**src/rtl/bjr_pkg.sv**
```systemverilog
// ----------------------------------------------------------------------------
// bjr_pkg: shared types, codes and fixed-point helpers
// Q16.16 saturating arithmetic, function codes, datapath commands.
// ----------------------------------------------------------------------------
package bjr_pkg;

  // function codes of an input transaction
  localparam logic [3:0] FN_ADD_POS   = 4'd0;
  localparam logic [3:0] FN_ADD_VEL   = 4'd1;
  localparam logic [3:0] FN_CLEAR     = 4'd2;
  localparam logic [3:0] FN_SCALE_POS = 4'd3;
  localparam logic [3:0] FN_SCALE_VEL = 4'd4;

  // bit positions inside a product function code
  localparam int unsigned FB_AMODE = 0;
  localparam int unsigned FB_VEL   = 1;
  localparam int unsigned FB_DAMP  = 2;
  localparam int unsigned FB_PROD  = 3;

  // configuration register indexes
  localparam logic [1:0] CFG_SELF_ID = 2'd0;
  localparam logic [1:0] CFG_MASS    = 2'd1;
  localparam logic [1:0] CFG_DAMP    = 2'd2;

  localparam logic [30:0] MASS_RESET = 31'd65536;
  localparam logic [3:0]  ELEM_LAST  = 4'd8;

  typedef struct packed {
    logic [3:0]         func;
    logic [19:0]        entry_id;
    logic signed [31:0] e0;
    logic signed [31:0] e1;
    logic signed [31:0] e2;
    logic signed [31:0] e3;
    logic signed [31:0] e4;
    logic signed [31:0] e5;
    logic signed [31:0] e6;
    logic signed [31:0] e7;
    logic signed [31:0] e8;
    logic               last;
  } in_item_t;

  typedef struct packed {
    logic signed [31:0] res_x;
    logic signed [31:0] res_y;
    logic signed [31:0] res_z;
    logic               done_res;
    logic               table_full;
  } out_item_t;

  // datapath commands
  typedef enum logic [4:0] {
    DP_NOP,
    DP_LOAD,
    DP_LOOK,
    DP_ADD_RD,
    DP_ADD_WR,
    DP_CLR_WR,
    DP_SC_RD,
    DP_SC_MUL,
    DP_SC_WR,
    DP_HD_MUL,
    DP_HD_RND,
    DP_NH,
    DP_P_RD,
    DP_P_M,
    DP_P_MUL,
    DP_P_ACC,
    DP_FIN
  } dp_op_e;

  typedef struct packed {
    dp_op_e     op;
    logic [3:0] elem;
  } dp_cmd_t;

  typedef struct packed {
    logic [3:0] func;
    logic       hit;
    logic       has_free;
    logic       out_free;
  } dp_status_t;

  // clamp a wide value to Q16.16
  function automatic logic signed [31:0] sat64(input logic signed [63:0] v);
    logic signed [63:0] hi;
    logic signed [63:0] lo;
    hi = 64'sd2147483647;
    lo = -64'sd2147483648;
    if (v > hi) return 32'sh7fffffff;
    else if (v < lo) return 32'sh80000000;
    else return v[31:0];
  endfunction

  // round a raw Q32.32 product to nearest, ties up, and saturate
  function automatic logic signed [31:0] qround(input logic signed [63:0] p);
    logic signed [63:0] t;
    t = (p + 64'sd32768) >>> 16;
    return sat64(t);
  endfunction

  function automatic logic signed [31:0] sat_add(input logic signed [31:0] a,
                                                 input logic signed [31:0] b);
    logic signed [32:0] s;
    s = {a[31], a} + {b[31], b};
    if (s[32] != s[31]) return s[32] ? 32'sh80000000 : 32'sh7fffffff;
    else return s[31:0];
  endfunction

  function automatic logic signed [31:0] sat_sub(input logic signed [31:0] a,
                                                 input logic signed [31:0] b);
    logic signed [32:0] s;
    s = {a[31], a} - {b[31], b};
    if (s[32] != s[31]) return s[32] ? 32'sh80000000 : 32'sh7fffffff;
    else return s[31:0];
  endfunction

  // column (vector component) of a row-major block element
  function automatic logic [1:0] elem_col(input logic [3:0] elem);
    case (elem)
      4'd0, 4'd3, 4'd6: return 2'd0;
      4'd1, 4'd4, 4'd7: return 2'd1;
      default:          return 2'd2;
    endcase
  endfunction

  // row of a row-major block element
  function automatic logic [1:0] elem_row(input logic [3:0] elem);
    case (elem)
      4'd0, 4'd1, 4'd2: return 2'd0;
      4'd3, 4'd4, 4'd5: return 2'd1;
      default:          return 2'd2;
    endcase
  endfunction

  function automatic logic elem_diag(input logic [3:0] elem);
    return (elem == 4'd0) || (elem == 4'd4) || (elem == 4'd8);
  endfunction

endpackage

```
**src/rtl/bjr_ctrl.sv**
```systemverilog
// ----------------------------------------------------------------------------
// bjr_ctrl: sequencing state machine
// Decodes each transaction and walks the datapath through its steps.
// ----------------------------------------------------------------------------
module bjr_ctrl #(
  parameter int unsigned MAX_ENTRIES = 16
) (
  input  logic                           clk_i,
  input  logic                           rst_ni,
  input  logic                           in_valid_i,
  output logic                           in_ready_o,
  input  bjr_pkg::dp_status_t            status_i,
  output bjr_pkg::dp_cmd_t               cmd_o,
  output logic [$clog2(MAX_ENTRIES)-1:0] ent_o
);

  localparam int unsigned SW = $clog2(MAX_ENTRIES);
  localparam logic [SW-1:0] ENT_LAST = SW'(MAX_ENTRIES - 1);

  typedef enum logic [15:0] {
    S_IDLE   = 16'h0001,
    S_LOOK   = 16'h0002,
    S_ADD_RD = 16'h0004,
    S_ADD_WR = 16'h0008,
    S_CLR    = 16'h0010,
    S_SC_RD  = 16'h0020,
    S_SC_MUL = 16'h0040,
    S_SC_WR  = 16'h0080,
    S_HD_MUL = 16'h0100,
    S_HD_RND = 16'h0200,
    S_NH     = 16'h0400,
    S_P_RD   = 16'h0800,
    S_P_M    = 16'h1000,
    S_P_MUL  = 16'h2000,
    S_P_ACC  = 16'h4000,
    S_FIN    = 16'h8000
  } state_e;

  state_e        state_q, state_d;
  logic [3:0]    elem_q, elem_d;
  logic [SW-1:0] ent_q, ent_d;
  logic          sweep_end;

  assign sweep_end = (elem_q == bjr_pkg::ELEM_LAST) && (ent_q == ENT_LAST);

  always_comb begin
    state_d    = state_q;
    elem_d     = elem_q;
    ent_d      = ent_q;
    cmd_o.op   = bjr_pkg::DP_NOP;
    cmd_o.elem = elem_q;
    in_ready_o = 1'b0;
    case (state_q)
      S_IDLE: begin
        in_ready_o = 1'b1;
        elem_d     = '0;
        ent_d      = '0;
        if (in_valid_i) begin
          cmd_o.op = bjr_pkg::DP_LOAD;
          state_d  = S_LOOK;
        end
      end
      S_LOOK: begin
        cmd_o.op = bjr_pkg::DP_LOOK;
        if (status_i.func[bjr_pkg::FB_PROD]) begin
          state_d = status_i.hit ? S_HD_MUL : S_FIN;
        end else begin
          case (status_i.func)
            bjr_pkg::FN_ADD_POS, bjr_pkg::FN_ADD_VEL:
              state_d = (status_i.hit || status_i.has_free) ? S_ADD_RD : S_FIN;
            bjr_pkg::FN_CLEAR:                          state_d = S_CLR;
            bjr_pkg::FN_SCALE_POS, bjr_pkg::FN_SCALE_VEL: state_d = S_SC_RD;
            default:                                    state_d = S_FIN;
          endcase
        end
      end
      // accumulate one block: read then write each element
      S_ADD_RD: begin
        cmd_o.op = bjr_pkg::DP_ADD_RD;
        state_d  = S_ADD_WR;
      end
      S_ADD_WR: begin
        cmd_o.op = bjr_pkg::DP_ADD_WR;
        if (elem_q == bjr_pkg::ELEM_LAST) begin
          state_d = S_FIN;
        end else begin
          elem_d  = elem_q + 4'd1;
          state_d = S_ADD_RD;
        end
      end
      // zero sweep over every element of every entry
      S_CLR: begin
        cmd_o.op = bjr_pkg::DP_CLR_WR;
        if (sweep_end) begin
          state_d = S_FIN;
        end else if (elem_q == bjr_pkg::ELEM_LAST) begin
          elem_d = '0;
          ent_d  = ent_q + SW'(1);
        end else begin
          elem_d = elem_q + 4'd1;
        end
      end
      // scale sweep: read, multiply, write back
      S_SC_RD: begin
        cmd_o.op = bjr_pkg::DP_SC_RD;
        state_d  = S_SC_MUL;
      end
      S_SC_MUL: begin
        cmd_o.op = bjr_pkg::DP_SC_MUL;
        state_d  = S_SC_WR;
      end
      S_SC_WR: begin
        cmd_o.op = bjr_pkg::DP_SC_WR;
        if (sweep_end) begin
          state_d = S_FIN;
        end else begin
          state_d = S_SC_RD;
          if (elem_q == bjr_pkg::ELEM_LAST) begin
            elem_d = '0;
            ent_d  = ent_q + SW'(1);
          end else begin
            elem_d = elem_q + 4'd1;
          end
        end
      end
      // diagonal damping terms
      S_HD_MUL: begin
        cmd_o.op = bjr_pkg::DP_HD_MUL;
        state_d  = S_HD_RND;
      end
      S_HD_RND: begin
        cmd_o.op = bjr_pkg::DP_HD_RND;
        state_d  = S_NH;
      end
      S_NH: begin
        cmd_o.op = bjr_pkg::DP_NH;
        state_d  = S_P_RD;
      end
      // product: one block element per pass
      S_P_RD: begin
        cmd_o.op = bjr_pkg::DP_P_RD;
        state_d  = S_P_M;
      end
      S_P_M: begin
        cmd_o.op = bjr_pkg::DP_P_M;
        state_d  = S_P_MUL;
      end
      S_P_MUL: begin
        cmd_o.op = bjr_pkg::DP_P_MUL;
        state_d  = S_P_ACC;
      end
      S_P_ACC: begin
        cmd_o.op = bjr_pkg::DP_P_ACC;
        if (elem_q == bjr_pkg::ELEM_LAST) begin
          state_d = S_FIN;
        end else begin
          elem_d  = elem_q + 4'd1;
          state_d = S_P_RD;
        end
      end
      // hand the result to the output register once it is free
      S_FIN: begin
        if (status_i.out_free) begin
          cmd_o.op = bjr_pkg::DP_FIN;
          state_d  = S_IDLE;
        end
      end
      default: state_d = S_IDLE;
    endcase
  end

  assign ent_o = ent_q;

  always_ff @(posedge clk_i or negedge rst_ni) begin
    if (!rst_ni) begin
      state_q <= S_IDLE;
      elem_q  <= '0;
      ent_q   <= '0;
    end else begin
      state_q <= state_d;
      elem_q  <= elem_d;
      ent_q   <= ent_d;
    end
  end

endmodule

```
**config.mk**
```make
export PLATFORM = sky130hd
export DESIGN_NAME = bjr_ctrl
export DESIGN_NICKNAME = d
export VERILOG_FILES = /design/src/rtl/bjr_pkg.sv /design/src/rtl/bjr_ctrl.sv
export SDC_FILE = /design/constraint.sdc
export NUM_CORES = 1
export LEC_CHECK = 0
export BUFFER_PORTS_ARGS = -buffer_cell sky130_fd_sc_hd__buf_2
export CAP_MARGIN = 20
export CORE_UTILIZATION = 61
export DETAILED_ROUTE_END_ITERATION = 8
export PLACE_DENSITY = 0.87
export SYNTH_ARGS = -nofsm -noshare
export SYNTH_HDL_FRONTEND = slang
export SYNTH_SLANG_ARGS = --single-unit
export TNS_END_PERCENT = 30
```
**constraint.sdc**
```tcl
create_clock -name clk_i -period 3.8 [get_ports clk_i]
set_input_delay 0.57 -clock clk_i [delete_from_list [all_inputs] [get_ports clk_i]]
set_output_delay 0.57 -clock clk_i [all_outputs]
set_load 0.1 [all_outputs]
```
==> results.toml <==
[clock_network]
cts_tree = "done"
cts_max_level = 1
clk_latency_ps = 330
clkTransAtPathRegs_ps = 150
cts_hold_buf = 0
post_cts_buffers = 0
cts_buffers = 3
cts-root-buf = "clkbuf_4"
cts_buffer_depth = 2
cts_resized = 0
clkSinkCount = 24

[worst_setup_path]
crit_path_start_kind = "register"
critPathArrivalTime_ps = 3010
required_ps = 3230
critPathKind = "register to output pin"
worst_setup_path_end_kind = "output pin"
reg2reg_from = "state_q[13]"
ff2ff_path_depth = 6
reg2reg_setup_slack_ps = 1230
critPathMaxFanout = 9
rr_endpoint = "elem_q[0]"

[timing]
relSlewSlack_pct = 53.97
tns_ps = 0
rsz0062_at_grt = "false"
slew_viol_final = 0
finalCritPeriodShare_pct = 94.11
fmax_mhz = 279.6
period_needed_ps = 3576
finalSetupViolations = 0
hold_viol_final = 0
worst_slack_ps = 223.8
tightest_slew_ps = 684.7
skew_ps = 12.48

[yosys]
synth_cell_types = 59
async_flop_share_pct = 100.0
synth_fa_ha_area_share_pct = 2.179
syn_avg_cell_area_um2 = 9.415
synth_top_family_by_area = "simple AND/OR/NAND/NOR gates"
synth-seq-cells = 24
syn_inst = 183
yosysWarnings = 0
yosysTopAreaCellShare_pct = 33.41
synthesis.area_mm2 = 0.001723
synth_compound_area_share_pct = 13.22
synthMuxAreaShare_pct = 1.888
synth_top_area_cell = "dfrtp_1"
synth_edf_count = 0
synth-seq-area-share_pct = 34.93
synthSimpleGateAreaFrac_pct = 39.58
yosysMostFrequentCell = "dfrtp_1"
synth_area_leaders = "dfrtp_1 33%, nor4_4 4.9%, nor2_1 4.1%"
synth-xor-area-share_pct = 4.067
synth_fp_nets = 196
yosys-top-cells-count = "23 x dfrtp_1, 19 x nor2_1, 13 x nand2_1, 12 x nor3_1, 8 x o21ai_0"
synthFlopType = "dfrtp_1"

[flow_run]
drv_cap = 0

[cells_and_area]
area_growth_pct = 8.715
regArea_um2 = 601.8
multiInputGateArea_mm2 = 0.001056
nFillCells = 198
diodes = 0
nNetsFinal = 216
drive_gt1_share_pct = 24.26

[global_route]
grt_pass1_wl_mm = 6.375
grt_pass1_vias = 1314
grt_max_degree = 25
grt_overflow = 0
antenna_found_initial = 0
track_usage_pct = 30.37

[floorplan]
die-area_mm2 = 0.003041
die_w_um = 55.15
dieHeight_um = 55.15
rows = 18
ioPinCount = 24
initial_core_util_pct = 67.11
fp.coreArea_mm2 = 0.002567

[place]
port_buffers = 23
dp_hpwl_mm = 3.131
gp_congestion = 0.8877
place_worst_setup_slack_ps = 680.3

[min_path]
hold_class = "input pin to asynchronous set/reset pin"

[route]
drt-vias-per-instance = 6.625
routed_wl_mm = 4.084
drt-initial-drc-count = 90
drc = 0
via_count = 1537
ant_nets = 0
wl_per_cell_um = 17.60
drt_pass1_iterations = 4

[status]
outcome = "finished clean"

[power]
powerDensity_mw_per_mm2 = 484.3
leakage_nw = 0.8766
peakVddDrop_mv = 0.5643
power_w = 0.0009071
==> cell type report <==
cell class,instances,area share [%]
sequential,24,32.13
inverter,7,1.403
multi-input combinational,144,56.38
tap,30,2.004
timing repair buffer,23,6.146
clock buffer,4,1.937
==> power by group <==
group	internal (W)	switching (W)	total (W)
Sequential	0.000274	0.0000306	0.000304
Clock	0.0000586	0.0000826	0.000141
Combinational	0.000128	0.000333	0.000462
Total	0.000460	0.000447	0.000907
==> state kept, by name, summed over array words and instances (netlist names) <==
name     count
elem_q       4
state_q     16
ent_o        4
==> per-stage QoR <==
stage | util (%) | area (um2) | std cells | hold WS [ps]
2_1_floorplan | - | 1729 | 183 | 274.4
3_3_place_gp | 71.54 | 1837 | 228 | 519.1
3_5_place_dp | 71.54 | 1837 | 228 | 554.5
4_1_cts | 72.95 | 1873 | 232 | 223.5
5_1_grt | 72.95 | 1873 | 232 | 243.3
6_report | 72.95 | 1873 | 232 | 191.9
==> critical path, cell delays in order (launching register included) <==
cell and delay [ps]:
dfrtp_1 470, nor4_2 660, nand3_4 260, nor4_1 540, a2111oi_0 130, o2111ai_1 150
buf_2 460
==> cells in the final DEF (no fill, tap or decap), types with 2 or more instances in the layout <==
master,instances
dfrtp_1,23
buf_2,23
nor2_1,19
nand2_1,13
nor3_1,12
o21ai_0,8
inv_1,7
nor4_1,6
nor4_4,4
nand3b_1,4
xnor2_1,4
nor4b_1,4
xor2_1,4
o2111ai_1,4
or4_4,3
nand4b_1,3
nand2b_1,3
and3_1,3
nand4_1,3
nand3_1,3
nor2b_1,3
ha_1,3
clkbuf_4,3
or4b_2,2
and4b_1,2
a21oi_1,2
or4_1,2
mux2_1,2
==> worst max path at each step <==
stage	startpoint	to	slack, ps	cells past startpoint
6_report	state_q[8]	cmd_o[4]	220	6
5_1_grt	state_q[8]	cmd_o[4]	40	6
4_1_cts	state_q[8]	cmd_o[4]	300	6
3_5_place_dp	state_q[8]	cmd_o[4]	680	6
3_3_place_gp	state_q[8]	cmd_o[4]	680	6
2_1_floorplan	state_q[7]	cmd_o[8]	-190	5
==> metal layers <==
layer	track usage [%]	vias up	share of wire, %
li1	-	736	-
met1	43.22	724	46
met2	45.98	64	45
met3	4.645	13	6.4
met4	11.67	0	2.8
met5	0	-	0
==> kinds of logic after synthesis <==
group                      Yosys count
adders and majority gates            3
muxes                                3
and+or+nand+nor                    100
xor gates and xnor gates             8
AOI/OAI and AO/OA                   30
buffers and inverters               15
DFF                                 24
Note: power is estimated with default switching activity, not from simulation.
